$ cat config.mk
export PLATFORM = sky130hd
export DESIGN_NAME = pan_servo_target_tracker_core
export DESIGN_NICKNAME = d
export VERILOG_FILES = /design/src/rtl/pst_pkg.sv /design/src/rtl/pan_servo_target_tracker_core.sv /design/src/rtl/pst_muldiv.sv
export VERILOG_INCLUDE_DIRS = /design/src /design/src/rtl
export SDC_FILE = /design/constraint.sdc
export NUM_CORES = 1
export LEC_CHECK = 0
export BUFFER_PORTS_ARGS = -buffer_cell sky130_fd_sc_hd__buf_2
export CAP_MARGIN = 10
export CELL_PAD_IN_SITES_DETAIL_PLACEMENT = 1
export CELL_PAD_IN_SITES_GLOBAL_PLACEMENT = 1
export CORE_MARGIN = 2
export CORE_UTILIZATION = 50
export CTS_BUF_LIST = sky130_fd_sc_hd__clkbuf_8
export DETAILED_ROUTE_END_ITERATION = 16
export PLACE_DENSITY_LB_ADDON = 0.3
export RECOVER_POWER = 25
export SLEW_MARGIN = 20
export SYNTH_ARGS = -nofsm -noshare
export SYNTH_HDL_FRONTEND = slang
export SYNTH_SLANG_ARGS = --single-unit
$ cat constraint.sdc
create_clock -name aclk -period 4.1 [get_ports aclk]
set_input_delay 0.41 -clock aclk [delete_from_list [all_inputs] [get_ports aclk]]
set_output_delay 0.41 -clock aclk [all_outputs]
set_load 0.01 [all_outputs]
$ cat src/rtl/pan_servo_target_tracker_core_assert.svh
// Assertion macros shared by the pan servo target tracker RTL.
`ifndef PAN_SERVO_TARGET_TRACKER_CORE_ASSERT_SVH
`define PAN_SERVO_TARGET_TRACKER_CORE_ASSERT_SVH

// same-cycle implication
`define PST_ASSERT_IMPL(name, clk, rstn, ante, cons, msg) \
    name: assert property (@(posedge clk) disable iff (!rstn) (ante) |-> (cons)) \
        else $error(msg);

// next-cycle implication
`define PST_ASSERT_NEXT(name, clk, rstn, ante, cons, msg) \
    name: assert property (@(posedge clk) disable iff (!rstn) (ante) |=> (cons)) \
        else $error(msg);

`endif

$ cat src/rtl/pst_pkg.sv
// Types and constants of the pan servo target tracker.
`default_nettype none

package pst_pkg;

    localparam int POS_BITS    = 10;
    localparam int CFG_W       = 12;
    localparam int CFG_IDX_W   = 3;
    localparam int VAL_W       = 12;
    localparam int STEP_W      = 13;
    localparam int SIZE_W      = 4;
    localparam int SIDE_W      = 2;
    localparam int ANGLE_OUT_W = 16;
    localparam int FULL_DEG    = 180;

    localparam logic [CFG_IDX_W-1:0] CFG_FRAME_WIDTH = 3'd0;
    localparam logic [CFG_IDX_W-1:0] CFG_LEFT_EDGE   = 3'd1;
    localparam logic [CFG_IDX_W-1:0] CFG_RIGHT_EDGE  = 3'd2;
    localparam logic [CFG_IDX_W-1:0] CFG_SMALL_STEP  = 3'd3;
    localparam logic [CFG_IDX_W-1:0] CFG_BIG_STEP    = 3'd4;
    localparam logic [CFG_IDX_W-1:0] CFG_PULSE_LOW   = 3'd5;
    localparam logic [CFG_IDX_W-1:0] CFG_PULSE_HIGH  = 3'd6;

    localparam logic [SIDE_W-1:0] SIDE_NONE   = 2'd0;
    localparam logic [SIDE_W-1:0] SIDE_LEFT   = 2'd1;
    localparam logic [SIDE_W-1:0] SIDE_CENTRE = 2'd2;
    localparam logic [SIDE_W-1:0] SIDE_RIGHT  = 2'd3;

    localparam logic [POS_BITS-1:0] FRAME_WIDTH_RST = 10'd400;
    localparam logic [POS_BITS-1:0] LEFT_EDGE_RST   = 10'd163;
    localparam logic [POS_BITS-1:0] RIGHT_EDGE_RST  = 10'd236;
    localparam logic [VAL_W-1:0]    SMALL_STEP_RST  = 12'd896;
    localparam logic [VAL_W-1:0]    BIG_STEP_RST    = 12'd1408;
    localparam logic [VAL_W-1:0]    PULSE_LOW_RST   = 12'd500;
    localparam logic [VAL_W-1:0]    PULSE_HIGH_RST  = 12'd2600;
    localparam logic [STEP_W-1:0]   STEP_RST        = 13'd896;
    localparam logic [STEP_W-1:0]   STEP_MAX        = 13'd8191;
    localparam logic [SIZE_W-1:0]   SIZE_MIN        = 4'd1;
    localparam logic [SIZE_W-1:0]   SIZE_MAX        = 4'd4;

    typedef struct packed {
        logic                opponent_seen;
        logic [POS_BITS-1:0] opponent_x;
        logic [SIZE_W-1:0]   opponent_size;
    } pst_in_t;

    typedef struct packed {
        logic [VAL_W-1:0]       pulse_width_us;
        logic [ANGLE_OUT_W-1:0] pan_angle;
        logic [SIDE_W-1:0]      last_side;
    } pst_out_t;

    typedef struct packed {
        logic start;
        logic divide;
        logic quick;
    } pst_ctl_t;

    typedef struct packed {
        logic busy;
        logic done;
    } pst_sts_t;

endpackage

`default_nettype wire

$ cat src/rtl/pan_servo_target_tracker_core.sv
// Pan servo target tracker: angle, step and side state with servo pulse output.
//
// Input channel s_valid/s_ready/s_data carries one control tick: seen flag,
// horizontal position and size class of the opponent. Output channel
// m_valid/m_ready/m_data returns one transaction per tick: pulse width in
// microseconds, clamped pan angle and the remembered side.
// Configuration is written via cfg_wr_en/cfg_wr_index/cfg_wr_data by the user
// only while no tick is in flight, which the block does not enforce; a write
// takes effect at once, with no wait state. Each tick makes four passes
// through one bit-serial multiply/divide unit: step multiply, step divide,
// pulse multiply and pulse divide by full scale.
// s_ready is high only between ticks. A result held by a stalled receiver
// sits in the output register while the next tick is accepted and worked;
// that tick then waits for the register to empty before it is delivered.
// Synchronous reset (aresetn low) restores the default configuration, an
// angle of 90 degrees, the centre step and no remembered side.
`default_nettype none
`include "pan_servo_target_tracker_core_assert.svh"

module pan_servo_target_tracker_core #(
    parameter int ANGLE_FRAC_BITS = 8
) (
    input  logic                             aclk,
    input  logic                             aresetn,
    input  logic                             s_valid,
    output logic                             s_ready,
    input  pst_pkg::pst_in_t                 s_data,
    output logic                             m_valid,
    input  logic                             m_ready,
    output pst_pkg::pst_out_t                m_data,
    input  logic                             cfg_wr_en,
    input  logic [pst_pkg::CFG_IDX_W-1:0]    cfg_wr_index,
    input  logic [pst_pkg::CFG_W-1:0]        cfg_wr_data
);
    import pst_pkg::*;

    localparam int AW = 8 + ANGLE_FRAC_BITS;
    localparam int NW = VAL_W;
    localparam int PW = AW + NW;
    localparam int EW = ((AW > STEP_W) ? AW : STEP_W) + 2;
    localparam logic [AW-1:0] FULL_SCALE = AW'(FULL_DEG << ANGLE_FRAC_BITS);
    localparam logic [AW-1:0] HALF_SCALE = AW'((FULL_DEG / 2) << ANGLE_FRAC_BITS);

    localparam logic [2:0] S_IDLE  = 3'd0;
    localparam logic [2:0] S_MUL1  = 3'd1;
    localparam logic [2:0] S_DIV1  = 3'd2;
    localparam logic [2:0] S_ANGLE = 3'd3;
    localparam logic [2:0] S_PULSE = 3'd4;
    localparam logic [2:0] S_MUL2  = 3'd5;
    localparam logic [2:0] S_DIV2  = 3'd6;
    localparam logic [2:0] S_OUT   = 3'd7;

    localparam logic [1:0] M_INTERP = 2'd0;
    localparam logic [1:0] M_BIG    = 2'd1;
    localparam logic [1:0] M_SMALL  = 2'd2;
    localparam logic [1:0] M_KEEP   = 2'd3;

    localparam logic [1:0] DIR_HOLD = 2'd0;
    localparam logic [1:0] DIR_DOWN = 2'd1;
    localparam logic [1:0] DIR_UP   = 2'd2;

    logic [POS_BITS-1:0] frame_width_reg, left_edge_reg, right_edge_reg;
    logic [VAL_W-1:0]    small_step_reg, big_step_reg, pulse_low_reg, pulse_high_reg;

    logic [2:0]          state_reg, state_next;
    logic [AW-1:0]       angle_reg, angle_next;
    logic [STEP_W-1:0]   step_reg, step_next;
    logic [SIDE_W-1:0]   side_reg, side_next;
    logic [1:0]          mode_reg, mode_next;
    logic [1:0]          dir_reg, dir_next;
    logic [POS_BITS-1:0] den_reg, den_next;
    logic                m_valid_reg, m_valid_next;
    pst_out_t            m_data_reg, m_data_next;

    logic                accept;
    logic [POS_BITS-1:0] x, half, pos_dist, den;
    logic                lt_h, in_frame, sized;
    logic                step_neg, pulse_neg;
    logic [VAL_W-1:0]    dmag, pmag;

    logic [PW-1:0]       q;
    logic [STEP_W:0]     sum_pos;
    logic [STEP_W-1:0]   pos_val, neg_val, interp;
    logic                neg_floor;

    logic signed [EW-1:0] a_ext, s_ext, fs_ext, a_sum;
    logic [AW-1:0]        angle_clamp;
    logic [VAL_W-1:0]     pulse;

    pst_ctl_t            md_ctl;
    pst_sts_t            md_sts;
    logic [AW-1:0]       md_opa;
    logic [NW-1:0]       md_opb;
    logic [PW-1:0]       md_result;
    logic [AW-1:0]       md_rem;

    assign s_ready = (state_reg == S_IDLE);
    assign accept  = s_valid && s_ready;

    assign x        = s_data.opponent_x;
    assign half     = {1'b0, frame_width_reg[POS_BITS-1:1]};
    assign lt_h     = x < half;
    assign in_frame = x <= frame_width_reg;
    assign pos_dist = lt_h ? (half - x) : (x - half);
    assign den      = lt_h ? (half - POS_BITS'(1)) : (frame_width_reg - half);
    assign sized    = (s_data.opponent_size >= SIZE_MIN) && (s_data.opponent_size <= SIZE_MAX);

    assign step_neg  = big_step_reg < small_step_reg;
    assign dmag      = step_neg ? (small_step_reg - big_step_reg)
                                : (big_step_reg - small_step_reg);
    assign pulse_neg = pulse_high_reg < pulse_low_reg;
    assign pmag      = pulse_neg ? (pulse_low_reg - pulse_high_reg)
                                 : (pulse_high_reg - pulse_low_reg);

    // interpolated step, saturated to the step register range
    assign q         = md_result;
    assign sum_pos   = {2'b00, small_step_reg} + {1'b0, q[STEP_W-1:0]};
    assign pos_val   = ((|q[PW-1:STEP_W]) || sum_pos[STEP_W]) ? STEP_MAX
                                                              : sum_pos[STEP_W-1:0];
    assign neg_floor = (|q[PW-1:VAL_W]) || (q[VAL_W-1:0] >= small_step_reg);
    assign neg_val   = neg_floor ? '0 : {1'b0, small_step_reg - q[VAL_W-1:0]};
    assign interp    = step_neg ? neg_val : pos_val;

    assign a_ext  = signed'({{(EW-AW){1'b0}}, angle_reg});
    assign s_ext  = signed'({{(EW-STEP_W){1'b0}}, step_reg});
    assign fs_ext = signed'({{(EW-AW){1'b0}}, FULL_SCALE});

    always_comb begin
        case (dir_reg)
            DIR_DOWN: a_sum = a_ext - s_ext;
            DIR_UP:   a_sum = a_ext + s_ext;
            default:  a_sum = a_ext;
        endcase
        if (a_sum[EW-1]) begin
            angle_clamp = '0;
        end else if (a_sum > fs_ext) begin
            angle_clamp = FULL_SCALE;
        end else begin
            angle_clamp = a_sum[AW-1:0];
        end
    end

    assign pulse = pulse_neg
                 ? (pulse_low_reg - md_result[VAL_W-1:0] - {{(VAL_W-1){1'b0}}, |md_rem})
                 : (pulse_low_reg + md_result[VAL_W-1:0]);

    always_comb begin
        state_next   = state_reg;
        angle_next   = angle_reg;
        step_next    = step_reg;
        side_next    = side_reg;
        mode_next    = mode_reg;
        dir_next     = dir_reg;
        den_next     = den_reg;
        m_valid_next = m_valid_reg;
        m_data_next  = m_data_reg;
        md_ctl       = '{start: 1'b0, divide: 1'b0, quick: 1'b0};
        md_opa       = {{(AW-POS_BITS){1'b0}}, pos_dist};
        md_opb       = dmag;

        if (m_valid_reg && m_ready) begin
            m_valid_next = 1'b0;
        end

        case (state_reg)
            S_IDLE: begin
                if (accept) begin
                    md_ctl     = '{start: 1'b1, divide: 1'b0, quick: 1'b0};
                    den_next   = den;
                    state_next = S_MUL1;
                    if (!s_data.opponent_seen) begin
                        mode_next = M_BIG;
                        dir_next  = (side_reg == SIDE_LEFT) ? DIR_DOWN : DIR_UP;
                    end else begin
                        if (lt_h) begin
                            mode_next = (den == '0) ? M_BIG : M_INTERP;
                        end else if (in_frame) begin
                            mode_next = (den == '0) ? M_SMALL : M_INTERP;
                        end else begin
                            mode_next = M_KEEP;
                        end
                        if (x < left_edge_reg) begin
                            side_next = SIDE_LEFT;
                            dir_next  = sized ? DIR_DOWN : DIR_HOLD;
                        end else if (x < right_edge_reg) begin
                            side_next = SIDE_CENTRE;
                            dir_next  = DIR_HOLD;
                        end else begin
                            side_next = SIDE_RIGHT;
                            dir_next  = sized ? DIR_UP : DIR_HOLD;
                        end
                    end
                end
            end
            S_MUL1: begin
                md_opa = {{(AW-POS_BITS){1'b0}}, den_reg};
                if (md_sts.done) begin
                    md_ctl     = '{start: 1'b1, divide: 1'b1, quick: 1'b0};
                    state_next = S_DIV1;
                end
            end
            S_DIV1: begin
                if (md_sts.done) begin
                    case (mode_reg)
                        M_BIG:    step_next = {1'b0, big_step_reg};
                        M_SMALL:  step_next = {1'b0, small_step_reg};
                        M_INTERP: step_next = interp;
                        default:  step_next = step_reg;
                    endcase
                    state_next = S_ANGLE;
                end
            end
            S_ANGLE: begin
                angle_next = angle_clamp;
                state_next = S_PULSE;
            end
            S_PULSE: begin
                md_opa     = FULL_SCALE - angle_reg;
                md_opb     = pmag;
                md_ctl     = '{start: 1'b1, divide: 1'b0, quick: 1'b0};
                state_next = S_MUL2;
            end
            S_MUL2: begin
                md_opa = FULL_SCALE;
                if (md_sts.done) begin
                    md_ctl     = '{start: 1'b1, divide: 1'b1, quick: 1'b1};
                    state_next = S_DIV2;
                end
            end
            S_DIV2: begin
                if (md_sts.done) begin
                    state_next = S_OUT;
                end
            end
            S_OUT: begin
                if (!m_valid_reg || m_ready) begin
                    m_valid_next = 1'b1;
                    m_data_next  = '{pulse_width_us: pulse,
                                     pan_angle:      ANGLE_OUT_W'(angle_reg),
                                     last_side:      side_reg};
                    state_next   = S_IDLE;
                end
            end
            default: begin
                state_next = S_IDLE;
            end
        endcase
    end

    pst_muldiv #(
        .AW (AW),
        .NW (NW)
    ) u_muldiv (
        .aclk      (aclk),
        .aresetn   (aresetn),
        .ctl       (md_ctl),
        .opa       (md_opa),
        .opb       (md_opb),
        .dividend  (md_result),
        .result    (md_result),
        .remainder (md_rem),
        .sts       (md_sts)
    );

    always_ff @(posedge aclk) begin
        if (!aresetn) begin
            frame_width_reg <= FRAME_WIDTH_RST;
            left_edge_reg   <= LEFT_EDGE_RST;
            right_edge_reg  <= RIGHT_EDGE_RST;
            small_step_reg  <= SMALL_STEP_RST;
            big_step_reg    <= BIG_STEP_RST;
            pulse_low_reg   <= PULSE_LOW_RST;
            pulse_high_reg  <= PULSE_HIGH_RST;
        end else if (cfg_wr_en) begin
            case (cfg_wr_index)
                CFG_FRAME_WIDTH: frame_width_reg <= cfg_wr_data[POS_BITS-1:0];
                CFG_LEFT_EDGE:   left_edge_reg   <= cfg_wr_data[POS_BITS-1:0];
                CFG_RIGHT_EDGE:  right_edge_reg  <= cfg_wr_data[POS_BITS-1:0];
                CFG_SMALL_STEP:  small_step_reg  <= cfg_wr_data[VAL_W-1:0];
                CFG_BIG_STEP:    big_step_reg    <= cfg_wr_data[VAL_W-1:0];
                CFG_PULSE_LOW:   pulse_low_reg   <= cfg_wr_data[VAL_W-1:0];
                CFG_PULSE_HIGH:  pulse_high_reg  <= cfg_wr_data[VAL_W-1:0];
                default: begin
                end
            endcase
        end
    end

    always_ff @(posedge aclk) begin
        if (!aresetn) begin
            state_reg   <= S_IDLE;
            angle_reg   <= HALF_SCALE;
            step_reg    <= STEP_RST;
            side_reg    <= SIDE_NONE;
            m_valid_reg <= 1'b0;
        end else begin
            state_reg   <= state_next;
            angle_reg   <= angle_next;
            step_reg    <= step_next;
            side_reg    <= side_next;
            m_valid_reg <= m_valid_next;
        end
    end

    always_ff @(posedge aclk) begin
        mode_reg   <= mode_next;
        dir_reg    <= dir_next;
        den_reg    <= den_next;
        m_data_reg <= m_data_next;
    end

    assign m_valid = m_valid_reg;
    assign m_data  = m_data_reg;

    `PST_ASSERT_NEXT(a_accept_starts_mul, aclk, aresetn, s_valid && s_ready, state_reg == S_MUL1 && md_sts.busy, "accepted transaction did not start the multiply")
    `PST_ASSERT_IMPL(a_done_in_wait, aclk, aresetn, md_sts.done, state_reg == S_MUL1 || state_reg == S_DIV1 || state_reg == S_MUL2 || state_reg == S_DIV2, "serial unit finished outside a wait state")
    `PST_ASSERT_NEXT(a_out_from_out_state, aclk, aresetn, !m_valid && state_reg != S_OUT, !m_valid, "result raised outside the output state")
    `PST_ASSERT_NEXT(a_angle_in_range, aclk, aresetn, state_reg == S_ANGLE, angle_reg <= FULL_SCALE, "pan angle beyond full scale")

endmodule

`default_nettype wire

$ cat src/rtl/pst_muldiv.sv
// Bit-serial shift-add multiplier and restoring divider, one bit per cycle.
`default_nettype none

module pst_muldiv #(
    parameter int AW = 16,
    parameter int NW = 12
) (
    input  logic               aclk,
    input  logic               aresetn,
    input  pst_pkg::pst_ctl_t  ctl,
    input  logic [AW-1:0]      opa,
    input  logic [NW-1:0]      opb,
    input  logic [AW+NW-1:0]   dividend,
    output logic [AW+NW-1:0]   result,
    output logic [AW-1:0]      remainder,
    output pst_pkg::pst_sts_t  sts
);
    import pst_pkg::*;

    localparam int PW = AW + NW;
    localparam int CW = $clog2(PW + 1);

    logic [PW-1:0] acc_reg, acc_next;
    logic [PW-1:0] mcand_reg, mcand_next;
    logic [NW-1:0] mplr_reg, mplr_next;
    logic [AW-1:0] rem_reg, rem_next;
    logic [AW-1:0] dvsr_reg, dvsr_next;
    logic          div_reg, div_next;
    logic          busy_reg, busy_next;
    logic          done_reg, done_next;
    logic [CW-1:0] cnt_reg, cnt_next;
    logic [AW+1:0] trial;

    assign trial = {1'b0, rem_reg, acc_reg[PW-1]} - {2'b00, dvsr_reg};

    always_comb begin
        acc_next   = acc_reg;
        mcand_next = mcand_reg;
        mplr_next  = mplr_reg;
        rem_next   = rem_reg;
        dvsr_next  = dvsr_reg;
        div_next   = div_reg;
        busy_next  = busy_reg;
        cnt_next   = cnt_reg;
        done_next  = 1'b0;
        if (ctl.start) begin
            busy_next  = 1'b1;
            div_next   = ctl.divide;
            dvsr_next  = opa;
            mcand_next = {{NW{1'b0}}, opa};
            mplr_next  = opb;
            if (!ctl.divide) begin
                acc_next = '0;
                rem_next = '0;
                cnt_next = CW'(NW);
            end else if (ctl.quick) begin
                rem_next = dividend[PW-1:NW];
                acc_next = {dividend[NW-1:0], {AW{1'b0}}};
                cnt_next = CW'(NW);
            end else begin
                rem_next = '0;
                acc_next = dividend;
                cnt_next = CW'(PW);
            end
        end else if (busy_reg) begin
            if (div_reg) begin
                if (!trial[AW+1]) begin
                    rem_next = trial[AW-1:0];
                    acc_next = {acc_reg[PW-2:0], 1'b1};
                end else begin
                    rem_next = {rem_reg[AW-2:0], acc_reg[PW-1]};
                    acc_next = {acc_reg[PW-2:0], 1'b0};
                end
            end else begin
                if (mplr_reg[0]) begin
                    acc_next = acc_reg + mcand_reg;
                end
                mcand_next = {mcand_reg[PW-2:0], 1'b0};
                mplr_next  = {1'b0, mplr_reg[NW-1:1]};
            end
            cnt_next = cnt_reg - CW'(1);
            if (cnt_reg == CW'(1)) begin
                busy_next = 1'b0;
                done_next = 1'b1;
            end
        end
    end

    always_ff @(posedge aclk) begin
        if (!aresetn) begin
            busy_reg <= 1'b0;
            done_reg <= 1'b0;
            cnt_reg  <= '0;
        end else begin
            busy_reg <= busy_next;
            done_reg <= done_next;
            cnt_reg  <= cnt_next;
        end
    end

    always_ff @(posedge aclk) begin
        acc_reg   <= acc_next;
        mcand_reg <= mcand_next;
        mplr_reg  <= mplr_next;
        rem_reg   <= rem_next;
        dvsr_reg  <= dvsr_next;
        div_reg   <= div_next;
    end

    assign result    = acc_reg;
    assign remainder = rem_reg;
    assign sts       = '{busy: busy_reg, done: done_reg};

endmodule

`default_nettype wire
# Word level (Yosys, flattened, before mapping)
# Index checks and enable logic that the tools add are counted.
[word_totals]
out_inout_bits = 32
elab_cells = 189
reg_bits = 265
[classes]
bitwise = 3
n_lt_le_gt_ge = 10
eq_ne = 27
mux = 67
addsub = 19
reduce_logical = 35
[op_table]
columns = ["operator", "count"]
rows = [
  ["two-way mux 16 bit", 11],
  ["two-way mux 28 bit", 6],
  ["two-way mux 12 bit", 8],
  ["subtractor 12 bit", 6],
  ["one-hot mux 16 bit (3 select lines)", 1],
  ["one-hot mux 13 bit (3 select lines)", 1],
  ["one-hot mux 18 bit (2 select lines)", 1],
  ["OR reduction 16 bit", 2],
  ["adder 28 bit", 1],
  ["two-way mux 3 bit", 9],
  ["two-way mux 13 bit", 2],
  ["less-than comparator 12 bit", 2],
  ["one-hot mux 3 bit (8 select lines)", 1],
  ["AND reduction 2 bit", 12],
  ["equality test 3 bit, second input constant", 7],
  ["less-than comparator 10 bit", 2],
  ["two-way mux 10 bit", 2],
  ["two-way mux 5 bit", 4],
  ["subtractor 10 x 9 -> 10 bit", 2],
  ["> comparator 18 x 17 -> 1 bit, second input constant", 1],
  ["two-way mux 2 bit", 9],
  ["subtractor 17 x 16 -> 18 bit", 1],
  ["adder 16 x 13 -> 17 bit", 1],
  ["subtractor 16 x 13 -> 17 bit", 1],
  ["35 further kinds", 68],
]

# Depth between registers and ports, before layout
[logic_depth]
ltp_word = 7
ltp_mapped = 17

# Hierarchy
# Synthesis repeated with hierarchy kept, for this count alone.
[hier_totals]
cells_unflattened = 2618
hier_area_um2 = 21906.0
[modules_own_cells]
columns = ["module", "cells_per_inst", "n_inst", "area_per_inst_um2"]
rows = [
  ["pan_servo_target_tracker_core", 1922, 1, 14986.9],
  ["pst_muldiv", 696, 1, 6919.1],
]

# Least setup slack after synthesis
# Ideal clock, no wire load.
[synth_timing]
path_type = "register -> register"
startpoint = "register state_reg[0]"
endpoint = "register u_muldiv.acc_reg[0] (netlist: u_muldiv.result[0]), enable pin"
slack_ps = 256
path_buffers = 3
t_required_ps = 3677
t_arrival_ps = 3421
setup_time_ps = 423
path_stages_with_launch = 8
period_less_slack_ps = 3844
path_cell_list = "dfxtp_1 -> clkbuf_1 -> nor3_1 -> and2_1 -> clkbuf_1 -> nor3_1 -> clkbuf_1 -> a21oi_1"
[synth_via]
elab_chain_len = 6
elab_cells_between_ends = 11
cone_classes = "eq/ne (4); mux (2); reduce/logical (5)"
[synth_lines]
columns = ["element", "line", "rtl"]
rows = [
  ["from (decl)", "pan_servo_target_tracker_core.sv:65", "logic [2:0] state_reg, state_next;"],
  ["from (signal assigned)", "pan_servo_target_tracker_core.sv:297", "state_reg <= state_next;"],
  ["logical NOT 3 bit (*)", "pan_servo_target_tracker_core.sv:97", "assign s_ready = (state_reg == S_IDLE);"],
  ["via s_ready", "pan_servo_target_tracker_core.sv:26", "output logic s_ready,"],
  ["logical AND 1 bit", "pan_servo_target_tracker_core.sv:98", "assign accept = s_valid && s_ready;"],
  ["two-way mux 3 bit", "pan_servo_target_tracker_core.sv:167", "if (accept) begin"],
  ["one-hot mux 3 bit (4 select lines) (*)", "pan_servo_target_tracker_core.sv:165", "case (state_reg)"],
  ["inequality test 3 bit (no line) (tied with other cells)", "--", ""],
  ["AND reduction 3 bit (no line) (*)", "--", ""],
  ["to (signal assigned)", "pst_muldiv.sv:102", "acc_reg <= acc_next;"],
  ["to (decl)", "pst_muldiv.sv:23", "logic [PW-1:0] acc_reg, acc_next;"],
]
# The timed path passes the listed nets; every way through them passes the cells marked *.
# A chain may end at the register's enable or synchronous reset.

# Worst setup path after layout
[layout_timing]
startpoint = "register u_muldiv.rem_reg[4] (netlist: u_muldiv.remainder[4])"
endpoint = "register m_data_reg (netlist bit m_data[22]), data pin"
[layout_via]
elab_chain_len = 3
[layout_lines]
columns = ["element", "line", "rtl"]
rows = [
  ["from (decl)", "pst_muldiv.sv:26", "logic [AW-1:0] rem_reg, rem_next;"],
  ["from (signal assigned)", "pst_muldiv.sv:105", "rem_reg <= rem_next;"],
  ["OR reduction 16 bit", "pan_servo_target_tracker_core.sv:144", "? (pulse_low_reg - md_result[VAL_W-1:0] - {{(VAL_W-1){1'b0}}, |md_rem})"],
  ["subtractor 12 x 1 -> 12 bit", "pan_servo_target_tracker_core.sv:144", ""],
  ["two-way mux 12 bit", "pan_servo_target_tracker_core.sv:144", ""],
  ["via pulse[4]", "pan_servo_target_tracker_core.sv:88", "logic [VAL_W-1:0] pulse;"],
  ["to (signal assigned)", "pan_servo_target_tracker_core.sv:309", "m_data_reg <= m_data_next;"],
  ["to (decl)", "pan_servo_target_tracker_core.sv:73", "pst_out_t m_data_reg, m_data_next;"],
]
# The timed path passes the listed nets, and every way through them passes these cells.

==> qor.csv <==
metric,value,unit
cts.path.max_buffers,3,
cp.arrival,4630,ps
insertion_delay,650,ps
worstHoldStart,cfg_wr_data[11],
ys_ff_latch,265,
ys_top_cells_by_area,"edfxtp_1, ha_1, dfxtp_1",
timing.rr.start,u_muldiv.remainder[4],
final_area,0.0239,mm^2
fin_skew,48.1,ps
viasPerCell,6.17,
yosys.area.top_type,edfxtp_1,
avgSynthCellArea,8.34,um^2
crit_fanout,2,
io_buffer_count,66,
rsz0062_at_grt,yes,
grt_usage,0.325,
initial_core_util,0.508,
synthFlopType,edfxtp_1,
area_delta_synth_final,12.0,%
drt_iter0_markers,1613,
critPathLaunch,u_muldiv.remainder[4],
antenna_found_initial,1,
maxSlewHeadroom,-1.01,
clockPowerShare,0.309,
clk_pin_slew,80,ps
io_pins,67,
tightestPinTransition,3020,ps
path_class,reg -> reg,
switching_share,0.359,
cp.required,4500,ps
syn_nets,2853,
ctsHoldBuffers,0,
vias,20067,
core,0.0420,mm^2
h-tree-depth,2,
violations,"capacitance limit, slew limit, setup timing",
period_share,1.03,
fp-row-count,75,
finalWirelength,73400,um
cap_violations,2,
min_path_cells,3,
dpl_cell_area,0.0226,mm^2
cts.sinks,265,
wl_per_cell,22.6,um
synth_edf_count,133,
grt_max_degree,53,
dp_hpwl,54200,um
postLayoutSetupSlackWorst,-134,ps
fp.dieArea,0.0444,mm^2
min_period,4230,ps
start_kind,flip-flop,
p_seq_frac,0.357,
p_int,5.83,mW
maxSlewViolCount,106,
status,finished with violations,
ys_top_cells_by_count,"nand2_1, a21oi_1, ha_1, inv_1, nor2_1",
dr.pass1.iters,5,
power_switching,3.27,mW
largest_reg_flops,30,
power.density,381,mW/mm^2
critPathCaptureType,flip-flop,
cts_buffers,49,
async_reset_ff_frac,0,
yosysSeqAreaShare,0.311,
max_freq,236,MHz
synth_warnings,0,
antenna_cells,0,
die_w,211,um
totalPowerFinal,9.10,mW
fp.dieH,211,um
power.leakage,10.3,nW
postSynthCellCount,2559,
hold_path_class,in -> reg,
yosysUniqueCellTypes,96,
drive_gt1_frac,0.113,
synth.most_common_cell,nand2_1,
synth_area,0.0213,mm^2
grt_pass1_vias,20863,
setup_violations,2,
cts_tree,done,
drc,0,
peakVddDrop,264,uV
grt_pass1_wl,115000,um
place_ws,-222,ps
num-nets-final,2969,
rr_worst_depth,20,
finalHoldViolations,0,
cts_root_buf,clkbuf_8,
drtAntennaViolNets,0,
grt-ovfl-total,0,
place.gp.congestion,0.969,
combPwrFrac,0.334,
yosysTopAreaCellShare,0.187,
## power groups by stage
stage	Clock (mW)	Combinational (mW)	Sequential [mW]
finish	2.82	3.04	3.25
global route	2.96	3.31	3.26
CTS	2.84	2.91	3.24
detailed placement	0	2.81	3.29
global placement	0	2.66	3.27
floorplan	0	1.96	3.22
## worst max-delay path, cell delays in order (launching register included)
cell	delay [ps]
edfxtp_1	440
nor4_4	340
nand4_1	300
fa_1	620
inv_1	60
ha_2	180
or2_4	260
fa_2	370
nand2b_4	160
a21oi_4	190
buf_4	140
buf_4	100
buf_4	100
buf_4	100
buf_4	100
buf_4	90
buf_4	100
buf_4	110
xnor2_1	70
nand2_1	90
o21ai_0	80
## cell usage in the layout (no fill, tap or decap), drive strengths merged, types with 43 or more instances in the layout
master	synthesis	layout
a21oi	259	259
xnor2	84	84
nor3	56	56
a21o	67	67
buf	12	153
clkbuf	98	80
o21ai	136	136
mux2i	45	45
dfxtp	132	132
ha	243	243
nand2	308	308
nor2	183	183
inv	223	235
nor2b	43	43
edfxtp	133	133
## area by class of cell
class | count | area, um^2
fill | 5057 | 18100
multi-input combinational | 1961 | 13600
sequential | 265 | 6640
timing repair buffer | 175 | 1120
inverter | 223 | 842
clock buffer | 58 | 798
tap | 539 | 674
clock inverter | 33 | 260
## per-layer routing
layer  track usage  up-vias  routed length (um)
met3        0.0469      211                4040
li1              -     9317                   -
met2         0.549      644               34800
met4         0.139        0                3230
met5             0        -                   0
met1         0.416     9895               31400
## kinds of logic (layout without fill, tap and decap cells)
group / count (synthesis) / in the layout / synth area share
AND/OR/NAND/NOR: 773 / 773 / 0.168
AO/OA/AOI/OAI: 754 / 754 / 0.229
buffers and inverters: 333 / 489 / 0.0599
flip-flops: 265 / 265 / 0.311
adder cells (fa/ha/maj): 259 / 259 / 0.157
XOR/XNOR: 122 / 122 / 0.0501
multiplexers: 53 / 53 / 0.0253
## timing repair
| action | 4_1_cts | 5_1_grt |
|---|---|---|
| setup endpoints to repair | 14 | 39 |
| setup buffers | 10 | 7 |
| gates cloned | 0 | 0 |
| pin swaps | 9 | 13 |
| gates resized for setup | 11 | 25 |
## worst paths after layout
kind | to | slack (ps)
setup / recovery | m_data[22] | -130
hold / removal | pulse_high_reg[11] | 50
setup reg to reg | m_data[22] | -130
hold reg to reg | left_edge_reg[6] | 450
## stage by stage
step | hold slack, ps | util | cells | TNS, ps
global placement | 436 | 0.538 | 3145 | -194
floorplan | 422 | - | 2559 | 0
detailed placement | 448 | 0.538 | 3145 | -443
global route | 45.8 | 0.569 | 3254 | -1130
CTS | 14.4 | 0.566 | 3246 | -36.8
finish | 45.8 | 0.569 | 3254 | -203
(Power assumes the default switching activity.)
